===== config.mk =====
export PLATFORM = sky130hd
export DESIGN_NAME = swizzled_bank_conflict_counter_core
export DESIGN_NICKNAME = d
export VERILOG_FILES = /design/src/sbcc_pkg.sv /design/src/sbcc_bank_unit.sv /design/src/sbcc_seen_flags.sv /design/src/swizzled_bank_conflict_counter_core.sv
export SDC_FILE = /design/constraint.sdc
export NUM_CORES = 1
export LEC_CHECK = 0
export BUFFER_PORTS_ARGS = -buffer_cell sky130_fd_sc_hd__buf_2
export CORE_ASPECT_RATIO = 1.4
export CORE_MARGIN = 8
export CORE_UTILIZATION = 48
export CTS_CLUSTER_DIAMETER = 40
export CTS_CLUSTER_SIZE = 25
export DETAILED_ROUTE_END_ITERATION = 8
export PLACE_DENSITY = 0.78
export SYNTH_ARGS = -nofsm -noshare
export SYNTH_HDL_FRONTEND = slang
export SYNTH_SLANG_ARGS = --single-unit

===== constraint.sdc =====
create_clock -name i_clk -period 8.3 [get_ports i_clk]
set_input_delay 2.49 -clock i_clk [delete_from_list [all_inputs] [get_ports i_clk]]
set_output_delay 2.49 -clock i_clk [all_outputs]
set_load 0.02 [all_outputs]

===== src/sbcc_pkg.sv =====
// Shared constants and types for the bank conflict counter.
// No dependencies.
package sbcc_pkg;

    localparam int NUM_BANKS       = 32;
    localparam int LANES_PER_GROUP = 32;
    localparam int SCANNED_LINES   = 8;
    localparam int MAX_TILE_DIM    = 4096;

    localparam int BANK_W  = (NUM_BANKS > 2) ? $clog2(NUM_BANKS) : 1;
    localparam int LANE_W  = (LANES_PER_GROUP > 2) ? $clog2(LANES_PER_GROUP) : 1;
    localparam int LINE_W  = (SCANNED_LINES > 2) ? $clog2(SCANNED_LINES) : 1;
    localparam int IDX_W   = (LANE_W > LINE_W) ? LANE_W : LINE_W;
    localparam int SWZ_W   = 3;
    localparam int DIM_W   = 13;
    localparam int TOTAL_W = 9;

    // swizzle settings held for one item
    typedef struct packed {
        logic [SWZ_W-1:0] bit_count;
        logic [SWZ_W-1:0] row_shift;
        logic [SWZ_W-1:0] column_shift;
    } t_swz;

    // control from sequencer to the bank-seen flags
    typedef struct packed {
        logic step;   // one lane is checked this cycle
        logic clear;  // last lane of a group: wipe all flags
    } t_seen_ctl;

endpackage


===== src/sbcc_bank_unit.sv =====
// Shared swizzle and bank address unit: one lane per cycle.
// Depends on sbcc_pkg.
module sbcc_bank_unit (
    input  sbcc_pkg::t_swz                 i_swz,
    input  logic [sbcc_pkg::BANK_W-1:0]    i_pitch,
    input  logic [sbcc_pkg::IDX_W-1:0]     i_row,
    input  logic [sbcc_pkg::IDX_W-1:0]     i_col,
    output logic [sbcc_pkg::BANK_W-1:0]    o_bank
);
    localparam int MOVE_W = sbcc_pkg::IDX_W + 7;
    localparam int WIDE_W = MOVE_W + sbcc_pkg::BANK_W;

    logic [sbcc_pkg::IDX_W-1:0]  mask;
    logic [sbcc_pkg::IDX_W-1:0]  sel;
    logic [MOVE_W-1:0]           moved;
    logic [WIDE_W-1:0]           swz_col;
    logic [sbcc_pkg::BANK_W-1:0] prod;

    // mask of bit_count ones; shifting past the width leaves all ones
    assign mask    = ~({sbcc_pkg::IDX_W{1'b1}} << i_swz.bit_count);
    assign sel     = (i_row >> i_swz.row_shift) & mask;
    assign moved   = MOVE_W'(sel) << i_swz.column_shift;
    assign swz_col = WIDE_W'(i_col) ^ WIDE_W'(moved);
    // only the low bank bits of row * pitch survive the modulo
    assign prod    = sbcc_pkg::BANK_W'(WIDE_W'(i_row) * WIDE_W'(i_pitch));
    assign o_bank  = prod + swz_col[sbcc_pkg::BANK_W-1:0];

endmodule


===== src/sbcc_seen_flags.sv =====
// Bank-seen flags for the current group; reports a repeat hit.
// Depends on sbcc_pkg.
module sbcc_seen_flags (
    input  logic                         i_clk,
    input  logic                         i_rst_n,
    input  sbcc_pkg::t_seen_ctl          i_ctl,
    input  logic [sbcc_pkg::BANK_W-1:0]  i_bank,
    output logic                         o_hit
);
    logic [sbcc_pkg::NUM_BANKS-1:0] r_seen;
    logic [sbcc_pkg::NUM_BANKS-1:0] n_seen;

    assign o_hit = r_seen[i_bank];

    always_comb begin
        n_seen = r_seen;
        if (i_ctl.step) begin
            if (i_ctl.clear) begin
                n_seen = '0;
            end else begin
                n_seen[i_bank] = 1'b1;
            end
        end
    end

    always_ff @(posedge i_clk) begin
        if (!i_rst_n) begin
            r_seen <= '0;
        end else begin
            r_seen <= n_seen;
        end
    end

endmodule


===== src/swizzled_bank_conflict_counter_core.sv =====
// Top level of the swizzled bank conflict counter: sequencer and total.
// Depends on sbcc_pkg, sbcc_bank_unit, sbcc_seen_flags.
//
// Pulse start while busy is low to hand in one item. The block walks two
// sets of groups: the first min(rows, 8) rows with lanes walking columns,
// then the first min(columns, 8) columns with lanes walking rows; a group
// has min(walked dimension, 32) lanes. One lane goes through the shared
// swizzle/bank unit per cycle, and the bank-seen flags are cleared in
// the cycle of a group's last lane, costing nothing extra. The result
// shows on o_conflict_total for the single cycle o_done is high, in the
// cycle after the last lane; the receiver cannot stall it, so it must
// take it then. An empty tile (zero rows or columns) gives 0 in the
// cycle after start without raising busy. busy is low in the o_done
// cycle, so the next item may start there.
module swizzled_bank_conflict_counter_core (
    input  logic                           i_clk,
    input  logic                           i_rst_n,
    input  logic                           start,
    output logic                           busy,
    input  logic [sbcc_pkg::SWZ_W-1:0]     i_swizzle_bit_count,
    input  logic [sbcc_pkg::SWZ_W-1:0]     i_row_shift,
    input  logic [sbcc_pkg::SWZ_W-1:0]     i_column_shift,
    input  logic [sbcc_pkg::DIM_W-1:0]     i_tile_row_count,
    input  logic [sbcc_pkg::DIM_W-1:0]     i_tile_column_count,
    output logic                           o_done,
    output logic [sbcc_pkg::TOTAL_W-1:0]   o_conflict_total
);
    typedef enum logic {
        ST_IDLE,
        ST_SCAN
    } t_state;

    localparam logic [sbcc_pkg::DIM_W-1:0] MAX_DIM =
        sbcc_pkg::DIM_W'(sbcc_pkg::MAX_TILE_DIM);
    localparam logic [sbcc_pkg::DIM_W-1:0] LINES_DIM =
        sbcc_pkg::DIM_W'(sbcc_pkg::SCANNED_LINES);
    localparam logic [sbcc_pkg::DIM_W-1:0] LANES_DIM =
        sbcc_pkg::DIM_W'(sbcc_pkg::LANES_PER_GROUP);

    // phase 0: lanes walk columns; phase 1: lanes walk rows
    t_state                          r_state, n_state;
    logic                            r_phase, n_phase;
    logic [sbcc_pkg::LINE_W-1:0]     r_line, n_line;
    logic [sbcc_pkg::LANE_W-1:0]     r_lane, n_lane;
    logic [sbcc_pkg::LINE_W-1:0]     r_last_line [2];
    logic [sbcc_pkg::LANE_W-1:0]     r_last_lane [2];
    sbcc_pkg::t_swz                  r_swz;
    logic [sbcc_pkg::BANK_W-1:0]     r_pitch;
    logic [sbcc_pkg::TOTAL_W-1:0]    r_total, n_total;
    logic                            r_done, n_done;

    logic                            accept;
    logic                            empty;
    logic [sbcc_pkg::DIM_W-1:0]      cols_sat;
    logic [sbcc_pkg::DIM_W-1:0]      row_m1, col_m1;
    logic [sbcc_pkg::IDX_W-1:0]      row_idx, col_idx;
    logic [sbcc_pkg::BANK_W-1:0]     bank;
    logic                            hit;
    logic                            group_end;
    logic                            phase_end;
    sbcc_pkg::t_seen_ctl             seen_ctl;

    assign accept   = start && !busy;
    assign empty    = (i_tile_row_count == '0) || (i_tile_column_count == '0);
    assign cols_sat = (i_tile_column_count > MAX_DIM) ? MAX_DIM : i_tile_column_count;
    assign row_m1   = i_tile_row_count - 1'b1;
    assign col_m1   = i_tile_column_count - 1'b1;

    // current lane position in the tile
    always_comb begin
        if (r_phase) begin
            row_idx = sbcc_pkg::IDX_W'(r_lane);
            col_idx = sbcc_pkg::IDX_W'(r_line);
        end else begin
            row_idx = sbcc_pkg::IDX_W'(r_line);
            col_idx = sbcc_pkg::IDX_W'(r_lane);
        end
    end

    sbcc_bank_unit u_bank (
        .i_swz   (r_swz),
        .i_pitch (r_pitch),
        .i_row   (row_idx),
        .i_col   (col_idx),
        .o_bank  (bank)
    );

    assign group_end      = (r_lane == r_last_lane[r_phase]);
    assign phase_end      = group_end && (r_line == r_last_line[r_phase]);
    assign seen_ctl.step  = (r_state == ST_SCAN);
    assign seen_ctl.clear = group_end;

    sbcc_seen_flags u_seen (
        .i_clk   (i_clk),
        .i_rst_n (i_rst_n),
        .i_ctl   (seen_ctl),
        .i_bank  (bank),
        .o_hit   (hit)
    );

    always_comb begin
        n_state = r_state;
        n_phase = r_phase;
        n_line  = r_line;
        n_lane  = r_lane;
        n_total = r_total;
        n_done  = 1'b0;
        unique case (r_state)
            ST_IDLE: begin
                if (accept) begin
                    n_phase = 1'b0;
                    n_line  = '0;
                    n_lane  = '0;
                    n_total = '0;
                    if (empty) begin
                        n_done = 1'b1;
                    end else begin
                        n_state = ST_SCAN;
                    end
                end
            end
            ST_SCAN: begin
                // a lane on an already-seen bank is one conflict; saturate
                if (hit && (r_total != '1)) begin
                    n_total = r_total + 1'b1;
                end
                if (!group_end) begin
                    n_lane = r_lane + 1'b1;
                end else begin
                    n_lane = '0;
                    if (!phase_end) begin
                        n_line = r_line + 1'b1;
                    end else begin
                        n_line = '0;
                        if (r_phase) begin
                            n_state = ST_IDLE;
                            n_done  = 1'b1;
                        end else begin
                            n_phase = 1'b1;
                        end
                    end
                end
            end
            default: begin
                n_state = ST_IDLE;
            end
        endcase
    end

    always_ff @(posedge i_clk) begin
        if (!i_rst_n) begin
            r_state <= ST_IDLE;
            r_phase <= 1'b0;
            r_line  <= '0;
            r_lane  <= '0;
            r_done  <= 1'b0;
        end else begin
            r_state <= n_state;
            r_phase <= n_phase;
            r_line  <= n_line;
            r_lane  <= n_lane;
            r_done  <= n_done;
        end
    end

    // item payload; no reset needed
    always_ff @(posedge i_clk) begin
        r_total <= n_total;
        if (accept) begin
            r_swz.bit_count    <= i_swizzle_bit_count;
            r_swz.row_shift    <= i_row_shift;
            r_swz.column_shift <= i_column_shift;
            r_pitch            <= cols_sat[sbcc_pkg::BANK_W-1:0];
            // phase 0: lines from rows, lanes from columns
            r_last_line[0] <= (i_tile_row_count >= LINES_DIM) ?
                              sbcc_pkg::LINE_W'(sbcc_pkg::SCANNED_LINES - 1) :
                              row_m1[sbcc_pkg::LINE_W-1:0];
            r_last_lane[0] <= (i_tile_column_count >= LANES_DIM) ?
                              sbcc_pkg::LANE_W'(sbcc_pkg::LANES_PER_GROUP - 1) :
                              col_m1[sbcc_pkg::LANE_W-1:0];
            // phase 1: lines from columns, lanes from rows
            r_last_line[1] <= (i_tile_column_count >= LINES_DIM) ?
                              sbcc_pkg::LINE_W'(sbcc_pkg::SCANNED_LINES - 1) :
                              col_m1[sbcc_pkg::LINE_W-1:0];
            r_last_lane[1] <= (i_tile_row_count >= LANES_DIM) ?
                              sbcc_pkg::LANE_W'(sbcc_pkg::LANES_PER_GROUP - 1) :
                              row_m1[sbcc_pkg::LANE_W-1:0];
        end
    end

    assign busy             = (r_state == ST_SCAN);
    assign o_done           = r_done;
    assign o_conflict_total = r_total;

endmodule


* Word-level counts from Yosys, hierarchy flattened
Memories as Yosys holds them, arrays and structs flattened. A register that Yosys moved wholly into a read port is not among the register bits.
Cells that the tools add are included.
** Word-level totals
- Flip-flop bits (word level) :: 66
- Latch bits :: 0
- Memory bits (writable) :: 16
- Bits in read-only memories :: 0
- Output and inout port bits :: 11
- Memories kept :: 2
** Operators by class
- $add $sub $neg :: 6
- $mul :: 1
- Div/mod/pow operators :: 0
- $lt $le $gt $ge :: 7
- Equal/unequal tests :: 7
- Shifts and indexed selects :: 3
- Muxes and demuxes :: 43
- Bitwise logic cells :: 5
- Reductions and logical operators :: 11
** Memories
- r_last_lane :: words 2, width 5, read ports 1, clocked after Yosys merged registers in 1, write ports 2, RTL line swizzled_bank_conflict_counter_core.sv:46 : logic [sbcc_pkg::LANE_W-1:0] r_last_lane [2];
- r_last_line :: words 2, width 3, read ports 1, clocked after Yosys merged registers in 1, write ports 2, RTL line swizzled_bank_conflict_counter_core.sv:45 : logic [sbcc_pkg::LINE_W-1:0] r_last_line [2];
** Operators by type and width (count)
- 2-to-1 mux 32 bit :: 1
- bitwise OR 32 bit :: 1
- 2-to-1 mux 5 bit :: 6
- greater-or-equal comparator 13 x 4 -> 1 bit (second input constant) :: 2
- greater-or-equal comparator 13 x 6 -> 1 bit (second input constant) :: 2
- zero test 13 bit :: 2
- 2-to-1 mux 1 bit :: 21
- 2-to-1 mux 9 bit :: 2
- one-hot mux 9 bit (2 select lines) :: 1
- 2-to-1 mux 3 bit :: 5
- greater-than comparator 13 bit (second input constant) :: 1
- one-hot mux 5 bit (2 select lines) :: 1
- subtractor 5 x 1 -> 5 bit (second input constant) :: 2
- adder 9 x 1 -> 9 bit (second input constant) :: 1
- != test 9 bit (second input constant) :: 1
- less-than comparator 5 x 6 -> 1 bit (second input constant) :: 1
- != test 2 x 1 -> 1 bit (second input constant) :: 3
- one-hot mux 1 bit (2 select lines) :: 3
- one-hot mux 3 bit (2 select lines) :: 1
- adder 5 x 1 -> 5 bit (second input constant) :: 1
- adder 5 bit :: 1
- AND 5 bit :: 1
- binary-select mux 1 bit (select 5 bit) :: 1
- demux 1 bit (select 5 bit) :: 1
- 17 further kinds :: 21

* Longest topological paths before layout
Gate-level depths: netlist of the first run.
- Depth in word-level cells :: 12
- Gate-level depth with buffers :: 23

* Cells and area by module
A second synthesis of the first run with hierarchy kept.
** Second synthesis, totals
- Cells, all modules :: 463
- Area, all modules :: 4638.2 um^2
** By module, submodules not included
- swizzled_bank_conflict_counter_core :: instances 1, cells an instance 214, area an instance 2522.4 um^2, sequential area each 1411.4 um^2
- sbcc_seen_flags :: instances 1, cells an instance 157, area an instance 1381.3 um^2, sequential area each 640.6 um^2
- sbcc_bank_unit :: instances 1, cells an instance 92, area an instance 734.5 um^2, sequential area each 0.0 um^2

* Least setup slack after synthesis of the first run
OpenSTA, ideal clock, no wires.
- Kind :: register to register
- From :: register r_swz[3] in the netlist's numbering
- To :: register r_total, in the netlist o_conflict_total[0] (enable)
- Library setup time :: 0.346 ns
- Data arrival time :: 4.721 ns
- Required time :: 7.954 ns
- Slack :: 3.233 ns
- Stages on the path, launching flop included :: 20
- Period minus slack after synthesis :: 5.067 ns
- Cells stage by stage :: edfxtp_1 mux2_2 a311o_1 nand3_1 o21ai_0 mux2i_1 nor2_1 xnor2_1 fa_1 inv_1 ha_1 inv_1 fa_1 fa_1 xnor2_1 xnor2_1 xnor2_1 xnor2_2 or3b_1 nand4_1
** On the way
- Word-level cells in the longest chain between the ends :: 10
** Ends and longest elaborated chain
- start, declared :: RTL line swizzled_bank_conflict_counter_core.sv:47 : sbcc_pkg::t_swz r_swz;
- right shift 5 x 3 -> 5 bit :: RTL line sbcc_bank_unit.sv:21 : assign sel = (i_row >> i_swz.row_shift) & mask;
- AND 5 bit :: RTL line sbcc_bank_unit.sv:21
- << shifter 5 x 3 -> 5 bit :: RTL line sbcc_bank_unit.sv:22 : assign moved = MOVE_W'(sel) << i_swz.column_shift;
- bitwise XOR 5 bit :: RTL line sbcc_bank_unit.sv:23 : assign swz_col = WIDE_W'(i_col) ^ WIDE_W'(moved);
- adder 5 bit :: RTL line sbcc_bank_unit.sv:26 : assign o_bank = prod + swz_col[sbcc_pkg::BANK_W-1:0];
- binary-select mux 1 bit (select 5 bit) :: RTL line sbcc_seen_flags.sv:13 : assign o_hit = r_seen[i_bank];
- 2-to-1 mux 1 bit (implied by the code) :: RTL line sbcc_seen_flags.sv:13
- logical AND 1 bit :: RTL line swizzled_bank_conflict_counter_core.sv:124 : if (hit && (r_total != '1)) begin
- != test 2 x 1 -> 1 bit (no source line)
- AND reduction 2 bit (no source line)
- end signal, assigned :: RTL line swizzled_bank_conflict_counter_core.sv:168 : r_total <= n_total;
- end, declared :: RTL line swizzled_bank_conflict_counter_core.sv:49 : logic [sbcc_pkg::TOTAL_W-1:0] r_total, n_total;
Every way passes these cells. The select of a mux whose other input is x is not followed.
A chain may end at the register's enable or synchronous reset.

* Final worst setup path of the first run
- From :: register r_phase
- To :: register u_seen.r_seen[28] in the netlist's numbering
** On the way
- Word-level cells in the longest chain between the ends :: 12
** Ends and longest elaborated chain
- start, declared :: RTL line swizzled_bank_conflict_counter_core.sv:42 : logic r_phase, n_phase;
- start signal, assigned :: RTL line swizzled_bank_conflict_counter_core.sv:159 : r_phase <= n_phase;
- branches (longest 5 deep; another with multiplier 5 x 5 -> 5 bit)
- adder 5 bit * :: RTL line sbcc_bank_unit.sv:26
- less-than comparator 5 x 6 -> 1 bit (implied by the code) or greater-or-equal comparator 5 x 1 -> 1 bit (tied branches) :: RTL line sbcc_seen_flags.sv:21 : n_seen[i_bank] = 1'b1;
- logical AND 1 bit (implied by the code) :: RTL line sbcc_seen_flags.sv:21
- 2-to-1 mux 1 bit (implied by the code) :: RTL line sbcc_seen_flags.sv:21
- demux 1 bit (select 5 bit) *
- bitwise OR 32 bit (no source line) *
- 2-to-1 mux 32 bit * :: RTL line sbcc_seen_flags.sv:18 : if (i_ctl.clear) begin
- end signal, assigned :: RTL line sbcc_seen_flags.sv:30 : r_seen <= n_seen;
- end, declared :: RTL line sbcc_seen_flags.sv:10 : logic [sbcc_pkg::NUM_BANKS-1:0] r_seen;
Mark *: on every way between the ends.

==> impl_metrics.xml, run 1 <==
<?xml version="1.0" encoding="UTF-8"?>
<metrics>
  <group name="pwr">
    <metric name="pwr-share-clk" unit="">0.443</metric>
    <metric name="ir_drop" unit="V">0.0000739</metric>
    <metric name="post-layout-total-power" unit="uW">943</metric>
    <metric name="power_density" unit="nW/um2">173</metric>
    <metric name="p_comb_frac" unit="">0.076</metric>
    <metric name="power_switching" unit="uW">212</metric>
    <metric name="power.share.switching" unit="">0.225</metric>
    <metric name="p_int" unit="uW">731</metric>
    <metric name="static-leakage-power" unit="nW">1.94</metric>
    <metric name="seq_power_share" unit="">0.481</metric>
  </group>
  <group name="drt">
    <metric name="totalWireLength" unit="mm">10.1</metric>
    <metric name="detailroute.via_count" unit="">3578</metric>
    <metric name="dr.pass1.iters" unit="">4</metric>
    <metric name="route.detailed.vias_per_inst" unit="">5.48</metric>
    <metric name="wl_per_cell" unit="um">15.5</metric>
    <metric name="detail_route.drc_violations" unit="">0</metric>
    <metric name="ant_nets" unit="">0</metric>
    <metric name="initialDrtViolationCount" unit="">127</metric>
  </group>
  <group name="yosys">
    <metric name="synth_area_leader_cell" unit="">edfxtp_1</metric>
    <metric name="seq_area_frac_synth" unit="">0.425</metric>
    <metric name="synth_enable_flop_cells" unit="">39</metric>
    <metric name="synth.top_cells.by_area" unit="">edfxtp_1 (24%), dfxtp_1 (18%), nand2_1 (5.1%), mux4_2 (4.7%), mux2i_1 (3.9%)</metric>
    <metric name="synth_seq_cells" unit="">83</metric>
    <metric name="synth_top_cell_area_share" unit="">0.242</metric>
    <metric name="synth_nets" unit="">533</metric>
    <metric name="ys.warnings.count" unit="">0</metric>
    <metric name="syn-instance-count" unit="">476</metric>
    <metric name="ys_async_sr_fraction" unit="">0</metric>
    <metric name="synth_area_per_cell" unit="um2">10.2</metric>
    <metric name="post_synth_instance_area" unit="um2">4830</metric>
    <metric name="synth.lib_cells_used.distinct" unit="">61</metric>
    <metric name="dominantRegCellSynth" unit="">dfxtp_1</metric>
  </group>
  <group name="clock_tree">
    <metric name="htree_levels" unit="">3</metric>
    <metric name="post_cts.repair.setup_buffers" unit="">0</metric>
    <metric name="cts_max_path_buffers" unit="">2</metric>
    <metric name="ctsHoldBuffers" unit="">0</metric>
    <metric name="tritoncts" unit="">done</metric>
    <metric name="cts.reportedPaths.clkPinSlew" unit="ps">60</metric>
    <metric name="cts-root-buf" unit="">clkbuf_16</metric>
    <metric name="clock_insertion_delay_worst_skew" unit="ps">340</metric>
    <metric name="tritoncts_num_sinks" unit="">83</metric>
    <metric name="post_cts.resized_instances" unit="">0</metric>
    <metric name="cts_made_buffers" unit="">9</metric>
  </group>
  <group name="floorplan">
    <metric name="core_ar" unit="um2">9850</metric>
    <metric name="ios" unit="">49</metric>
    <metric name="floorplan.die.width" unit="um">101</metric>
    <metric name="die_area" unit="um2">13600</metric>
    <metric name="row_count" unit="">43</metric>
    <metric name="die_y_extent" unit="um">135</metric>
    <metric name="initial_utilization" unit="">0.491</metric>
  </group>
  <group name="layout">
    <metric name="drive_gt1_frac" unit="">0.212</metric>
    <metric name="design_area" unit="um2">5440</metric>
    <metric name="areaGrowthSynthToFinish" unit="%">12.5</metric>
    <metric name="seq_area" unit="um2">2050</metric>
    <metric name="fillerInstances" unit="">830</metric>
    <metric name="mostFrequentLayoutCell" unit="">nand2_1</metric>
    <metric name="final_net_count" unit="">570</metric>
    <metric name="final_cell_mix" unit="">nand2_1 (66), buf_2 (48), dfxtp_1 (44)</metric>
    <metric name="multi_input_gate_area_in_the_final_layout" unit="um2">2590</metric>
    <metric name="antenna-diode-count" unit="">0</metric>
  </group>
  <group name="worst_setup_path">
    <metric name="regToRegStartpoint" unit="">r_phase$_SDFFE_PN0P_</metric>
    <metric name="worst_setup_path_startpoint" unit="">r_phase$_SDFFE_PN0P_</metric>
    <metric name="cp_max_fo" unit="">27</metric>
    <metric name="endpoint_arrival_time_on_the_critical_path" unit="ps">6110</metric>
    <metric name="criticalPathCategory" unit="">flop to flop</metric>
    <metric name="cp-start-kind" unit="">flop</metric>
    <metric name="timing.critical_path.to_type" unit="">flop</metric>
    <metric name="cp_data_required_time" unit="ps">8470</metric>
  </group>
  <group name="placed_design">
    <metric name="global_placer_s_final_weighted_congestion" unit="">0.841</metric>
    <metric name="dpl_cell_area" unit="um2">5120</metric>
    <metric name="dp.final_hpwl" unit="mm">7.34</metric>
    <metric name="io_port_bufs" unit="">48</metric>
  </group>
  <group name="grt">
    <metric name="grt_first_pass_wirelength" unit="mm">17.0</metric>
    <metric name="first_global_vias" unit="">3718</metric>
    <metric name="number_of_antenna_violations_at_the_first_check_in_global_routing" unit="">0</metric>
    <metric name="grt_remaining_overflow" unit="">0</metric>
    <metric name="gr-usage-all-layers" unit="">0.158</metric>
    <metric name="pin_count_of_the_biggest_net_entering_global_routing" unit="">49</metric>
  </group>
  <group name="sta">
    <metric name="finalHoldViolCount" unit="">0</metric>
    <metric name="grt_setup_unrepaired" unit="">no</metric>
    <metric name="max_slew.worst_pin.slew" unit="ps">1110</metric>
    <metric name="setup_viols_final" unit="">0</metric>
    <metric name="final_max_slew_viol_count" unit="">0</metric>
    <metric name="period_minus_slack" unit="ps">5930</metric>
    <metric name="fin_worst_skew" unit="ps">5.43</metric>
    <metric name="achievable-frequency" unit="GHz">0.169</metric>
    <metric name="setup_total_negative_slack" unit="ps">0</metric>
    <metric name="tightest_slew_margin_relative_to_the_limit" unit="">0.257</metric>
    <metric name="period_share" unit="">0.715</metric>
  </group>
  <group name="job">
    <metric name="cap_violations" unit="">0</metric>
  </group>
  <group name="min_path">
    <metric name="min-delay-path-class" unit="">flop to flop</metric>
    <metric name="min_from" unit="">u_seen.r_seen[15]$_SDFFE_PN0P_</metric>
  </group>
  <group name="run_status">
    <metric name="run_status" unit="">finished, final reports clean</metric>
  </group>
</metrics>
-- cell usage after synthesis (3+ instances only) --
cell type  number
nand2_1        66
a21boi_0        8
nor3_1          7
mux2i_1        19
mux4_2         10
xnor2_1        19
buf_1           3
and3_1          3
buf_2          10
or4_1           4
and2_1         15
clkbuf_1        7
xor2_1         11
xnor2_2         3
o21ai_0        23
ha_1           14
or3_1           6
nand2b_1        4
buf_6           4
o21ai_2        20
edfxtp_1       39
inv_1          16
nand4_1         7
nor2_1         22
dfxtp_1        44
nor2b_1        15
nand3_1        29
fa_1            5
nand3b_1        4
-- flip-flops by register name, indices dropped and copies added (netlist names), named ones only --
| register | count |
|---|---|
| r_swz | 9 |
| busy | 1 |
| r_last_lane | 10 |
| r_phase | 1 |
| o_done | 1 |
| r_last_line | 6 |
| u_seen.r_seen | 32 |
| o_conflict_total | 9 |
| r_lane | 5 |
| r_line | 3 |
| r_pitch | 5 |
-- power groups by stage --
stage / logic (mW) / registers, mW / clock network [mW]
after floorplan: 0.0446 / 0.463 / 0
after global placement: 0.0690 / 0.462 / 0
after detailed placement: 0.0715 / 0.463 / 0
after CTS: 0.0722 / 0.454 / 0.421
after global routing: 0.0794 / 0.456 / 0.438
final: 0.0713 / 0.454 / 0.418
-- cells by family (layout without fill, tap and decap cells) --
family | after synthesis | after routing | share of synthesized area
compound gates | 71 | 71 | 0.105
buf+inv | 40 | 82 | 0.0399
simple gates | 197 | 197 | 0.212
flops | 83 | 83 | 0.425
fa+ha+maj | 19 | 19 | 0.0570
mux | 32 | 32 | 0.0945
xor+xnor | 34 | 34 | 0.0678
-- layout make-up --
class	instances	area share
well taps	135	0.0311
multi-input cells	353	0.476
flip-flops and latches	83	0.377
clock buffers	13	0.0499
repair buffers	50	0.0469
clock inverters	3	0.00782
inverters	16	0.0110
-- stage by stage --
step                      std cells  hold slack (ps)   util  worst slack, ps
after floorplan                 476              420      -             3230
after global placement          637              429  0.520             2620
after detailed placement        637              441  0.520             2420
after CTS                       653              455  0.552             2340
after global routing            653              476  0.552             1850
final                           653              450  0.552             2370
-- worst max-delay path, stage by stage (launching register included) --
cell      delay [ps]
dfxtp_1          910
a21boi_0         250
o221ai_1         140
a22oi_1          320
mux2i_1          160
mux2i_1          140
nor2_1            70
xnor2_1          140
fa_1             480
inv_1             40
ha_1             270
inv_1             60
fa_1             500
fa_1             450
xnor2_1          180
xnor2_1          150
xnor2_1          120
xnor2_2          350
xor2_2           790
o21ai_0          240
-- worst paths after layout --
kind	slack [ps]	end	cells past startpoint
worst min-delay path	450	u_seen.r_seen[15]$_SDFFE_PN0P_	2
worst min register to register	450	u_seen.r_seen[15]$_SDFFE_PN0P_	2
worst max register to register	2370	u_seen.r_seen[28]$_SDFFE_PN0P_	19
worst max-delay path	2370	u_seen.r_seen[28]$_SDFFE_PN0P_	19
-- metal layers --
layer | vias up | part of all wire | GRT usage
li1 | 1771 | - | -
met1 | 1701 | 0.39 | 0.166
met5 | - | 0 | 0
met3 | 23 | 0.060 | 0.0464
met4 | 0 | 0.027 | 0.0819
met2 | 83 | 0.52 | 0.277
(Power assumes the default switching activity.)
==> inputs of run 2 (changes only) <==
ABC_AREA = 1   (was unset)
PLACE_DENSITY = 0.81   (was 0.78)
clock period = 5.4 ns   (was 8.3 ns; I/O delays follow)
==> impl_metrics.xml, run 2 <==
<?xml version="1.0" encoding="UTF-8"?>
<metrics>
  <group name="grt">
    <metric name="grt_remaining_overflow" unit="">0</metric>
    <metric name="gr-usage-all-layers" unit="">0.179</metric>
    <metric name="first_global_vias" unit="">4435</metric>
    <metric name="grt_first_pass_wirelength" unit="mm">19.4</metric>
    <metric name="number_of_antenna_violations_at_the_first_check_in_global_routing" unit="">0</metric>
    <metric name="pin_count_of_the_biggest_net_entering_global_routing" unit="">36</metric>
  </group>
  <group name="job">
    <metric name="cap_violations" unit="">0</metric>
  </group>
  <group name="yosys">
    <metric name="synth_area_leader_cell" unit="">edfxtp_1</metric>
    <metric name="synth.lib_cells_used.distinct" unit="">40</metric>
    <metric name="yosys.cell_count.top_type" unit="">nand2_1</metric>
    <metric name="syn-instance-count" unit="">623</metric>
    <metric name="synth_area_per_cell" unit="um2">7.83</metric>
    <metric name="dominantRegCellSynth" unit="">dfxtp_1</metric>
    <metric name="synth_top_cell_area_share" unit="">0.240</metric>
    <metric name="synth_seq_cells" unit="">83</metric>
    <metric name="ys_async_sr_fraction" unit="">0</metric>
    <metric name="synth.top_cells.by_area" unit="">edfxtp_1 (24%), dfxtp_1 (18%), nand2_1 (8.9%), inv_1 (8.0%), nand3_1 (5.3%)</metric>
    <metric name="synth_enable_flop_cells" unit="">39</metric>
    <metric name="synth_top_cells_by_count" unit="">nand2_1 (116), inv_1 (104), nand3_1 (52), nor2_1 (51), a21oi_1 (46)</metric>
    <metric name="synth_nets" unit="">680</metric>
    <metric name="post_synth_instance_area" unit="um2">4880</metric>
    <metric name="ys.warnings.count" unit="">0</metric>
    <metric name="seq_area_frac_synth" unit="">0.421</metric>
  </group>
  <group name="clock_tree">
    <metric name="cts_made_buffers" unit="">9</metric>
    <metric name="ctsHoldBuffers" unit="">0</metric>
    <metric name="htree_levels" unit="">3</metric>
    <metric name="cts-root-buf" unit="">clkbuf_16</metric>
    <metric name="post_cts.repair.setup_buffers" unit="">0</metric>
    <metric name="tritoncts" unit="">done</metric>
    <metric name="tritoncts_num_sinks" unit="">83</metric>
    <metric name="clock_insertion_delay_worst_skew" unit="ps">350</metric>
    <metric name="cts.reportedPaths.clkPinSlew" unit="ps">60</metric>
    <metric name="cts_max_path_buffers" unit="">2</metric>
  </group>
  <group name="placed_design">
    <metric name="io_port_bufs" unit="">48</metric>
    <metric name="dp.final_hpwl" unit="mm">8.60</metric>
    <metric name="place_ws" unit="ps">149</metric>
    <metric name="global_placer_s_final_weighted_congestion" unit="">0.984</metric>
    <metric name="inst_count_dp" unit="">799</metric>
  </group>
  <group name="worst_setup_path">
    <metric name="cp_data_required_time" unit="ps">5650</metric>
    <metric name="cp-start-kind" unit="">flop</metric>
    <metric name="slowest_stage" unit="">fa_1</metric>
    <metric name="timing.critical_path.to_type" unit="">flop</metric>
    <metric name="cp_max_fo" unit="">18</metric>
    <metric name="timing.critical_path.max_delay_family" unit="">adder cells</metric>
    <metric name="endpoint_arrival_time_on_the_critical_path" unit="ps">5240</metric>
    <metric name="critical-path-top-cell-by-count" unit="">nand2_1</metric>
    <metric name="crit_path_max_incr_delay" unit="ps">510</metric>
    <metric name="criticalPathCategory" unit="">flop to flop</metric>
    <metric name="critical_path_buf_inv_count" unit="">4</metric>
  </group>
  <group name="drt">
    <metric name="totalWireLength" unit="mm">11.4</metric>
    <metric name="route.detailed.vias_per_inst" unit="">5.38</metric>
    <metric name="detail_route.drc_violations" unit="">0</metric>
    <metric name="detailroute.via_count" unit="">4384</metric>
    <metric name="ant_nets" unit="">0</metric>
    <metric name="wl_per_cell" unit="um">14.0</metric>
    <metric name="initialDrtViolationCount" unit="">187</metric>
    <metric name="dr.pass1.iters" unit="">5</metric>
  </group>
  <group name="layout">
    <metric name="areaGrowthSynthToFinish" unit="%">13.8</metric>
    <metric name="mostFrequentLayoutCell" unit="">nand2_1</metric>
    <metric name="final_net_count" unit="">732</metric>
    <metric name="top_register" unit="">u_seen.r_seen</metric>
    <metric name="biggest_registers_after_layout" unit="">u_seen.r_seen: 32 flops, r_last_lane: 10 flops</metric>
    <metric name="largest_register_ffs" unit="">32</metric>
    <metric name="antenna-diode-count" unit="">0</metric>
    <metric name="seq_area" unit="um2">2050</metric>
    <metric name="drive_gt1_frac" unit="">0.143</metric>
    <metric name="multi_input_gate_area_in_the_final_layout" unit="um2">2340</metric>
    <metric name="final_cell_mix" unit="">nand2_1 (115), inv_1 (104), nand3_1 (52)</metric>
    <metric name="fin_cells" unit="">815</metric>
    <metric name="fillerInstances" unit="">912</metric>
  </group>
  <group name="sta">
    <metric name="setup_viols_final" unit="">0</metric>
    <metric name="achievable-frequency" unit="GHz">0.201</metric>
    <metric name="max_slew.worst_pin.slew" unit="ps">1240</metric>
    <metric name="finalHoldViolCount" unit="">0</metric>
    <metric name="fin_worst_skew" unit="ps">9.95</metric>
    <metric name="grt_setup_unrepaired" unit="">no</metric>
    <metric name="hold-worst-slack" unit="ps">458</metric>
    <metric name="period_share" unit="">0.923</metric>
    <metric name="setup_total_negative_slack" unit="ps">0</metric>
    <metric name="final_critical_path_setup_slack" unit="ps">416</metric>
    <metric name="final_max_slew_viol_count" unit="">0</metric>
    <metric name="period_minus_slack" unit="ps">4980</metric>
    <metric name="tightest_slew_margin_relative_to_the_limit" unit="">0.174</metric>
  </group>
  <group name="floorplan">
    <metric name="floorplan.die.width" unit="um">101</metric>
    <metric name="row_count" unit="">43</metric>
    <metric name="die_area" unit="um2">13700</metric>
    <metric name="initial_utilization" unit="">0.493</metric>
    <metric name="ios" unit="">49</metric>
    <metric name="die_y_extent" unit="um">135</metric>
    <metric name="core_ar" unit="um2">9900</metric>
  </group>
  <group name="min_path">
    <metric name="min-delay-path-class" unit="">flop to flop</metric>
  </group>
  <group name="pwr">
    <metric name="power_density" unit="nW/um2">268</metric>
    <metric name="ir_drop" unit="V">0.000184</metric>
    <metric name="static-leakage-power" unit="nW">2.26</metric>
  </group>
  <group name="run_status">
    <metric name="run_status" unit="">finished, final reports clean</metric>
  </group>
</metrics>
-- run 2: changes by cell type in the layout (fill, tap and decap cells not counted), moves of 16 or more --
| cell | delta |
|---|---|
| a21oi_1 | +42 |
| nand2_1 | +49 |
| nor2_1 | +29 |
| nand3_1 | +23 |
| inv_1 | +88 |
| o21ai_2 | -20 |
| nand4_1 | +16 |
-- run 2: kinds of logic (layout without fill, tap and decap cells) --
kind of cell / Yosys count / in the layout / synth area share
muxes: 5 / 5 / 0.0103
and+or+nand+nor: 274 / 274 / 0.265
xor gates and xnor gates: 22 / 22 / 0.0395
AOI/OAI and AO/OA: 95 / 95 / 0.106
buffers and inverters: 125 / 182 / 0.102
DFF: 83 / 83 / 0.421
adders and majority gates: 19 / 19 / 0.0565
-- run 2: worst paths after layout --
path | start | endpoint | slack [ps] | cells past startpoint
setup / recovery | r_phase$_SDFFE_PN0P_ | u_seen.r_seen[12]$_SDFFE_PN0P_ | 420 | 28
hold / removal | u_seen.r_seen[16]$_SDFFE_PN0P_ | u_seen.r_seen[16]$_SDFFE_PN0P_ | 460 | 2
setup reg to reg | r_phase$_SDFFE_PN0P_ | u_seen.r_seen[12]$_SDFFE_PN0P_ | 420 | 28
hold reg to reg | u_seen.r_seen[16]$_SDFFE_PN0P_ | u_seen.r_seen[16]$_SDFFE_PN0P_ | 460 | 2
-- run 2: timing repair --
action | in CTS | in global routing
gates resized for setup | 0 | 6
hold endpoints to repair | 0 | 0
endpoints found under the setup margin | 0 | 41
-- run 2: cell type report --
type | count | area share
Clock buffer | 9 | 0.0406
Clock inverter | 7 | 0.00812
Inverter | 109 | 0.0737
Multi-Input combinational cell | 415 | 0.422
Sequential cell | 83 | 0.370
Tap cell | 135 | 0.0304
Timing Repair Buffer | 57 | 0.0555
-- run 2: metrics by stage --
| stage | power, mW | area [um2] | utilization |
|---|---|---|---|
| final | 1.49 | 5550 | 0.561 |
| after global placement | 0.926 | 5260 | 0.532 |
| after floorplan | 0.869 | 4880 | - |
| after global routing | 1.55 | 5550 | 0.561 |
| after detailed placement | 0.936 | 5260 | 0.532 |
| after CTS | 1.49 | 5530 | 0.559 |
-- run 2: per-layer routing --
metal,global-route usage,share of wire
met5,0,0
met4,0.116,0.045
met3,0.0432,0.049
met2,0.320,0.53
met1,0.180,0.38
-- run 2: tightest hold or removal path, cell delays in order, from the launching register on --
cell     delay (ps)
dfxtp_1         290
inv_1            60
a21oi_1          60
-- run 2: where the power goes --
| group | internal [mW] | switching [mW] |
|---|---|---|
| combinational | 0.0711 | 0.156 |
| clock | 0.309 | 0.249 |
| sequential | 0.682 | 0.0181 |
| total | 1.06 | 0.423 |
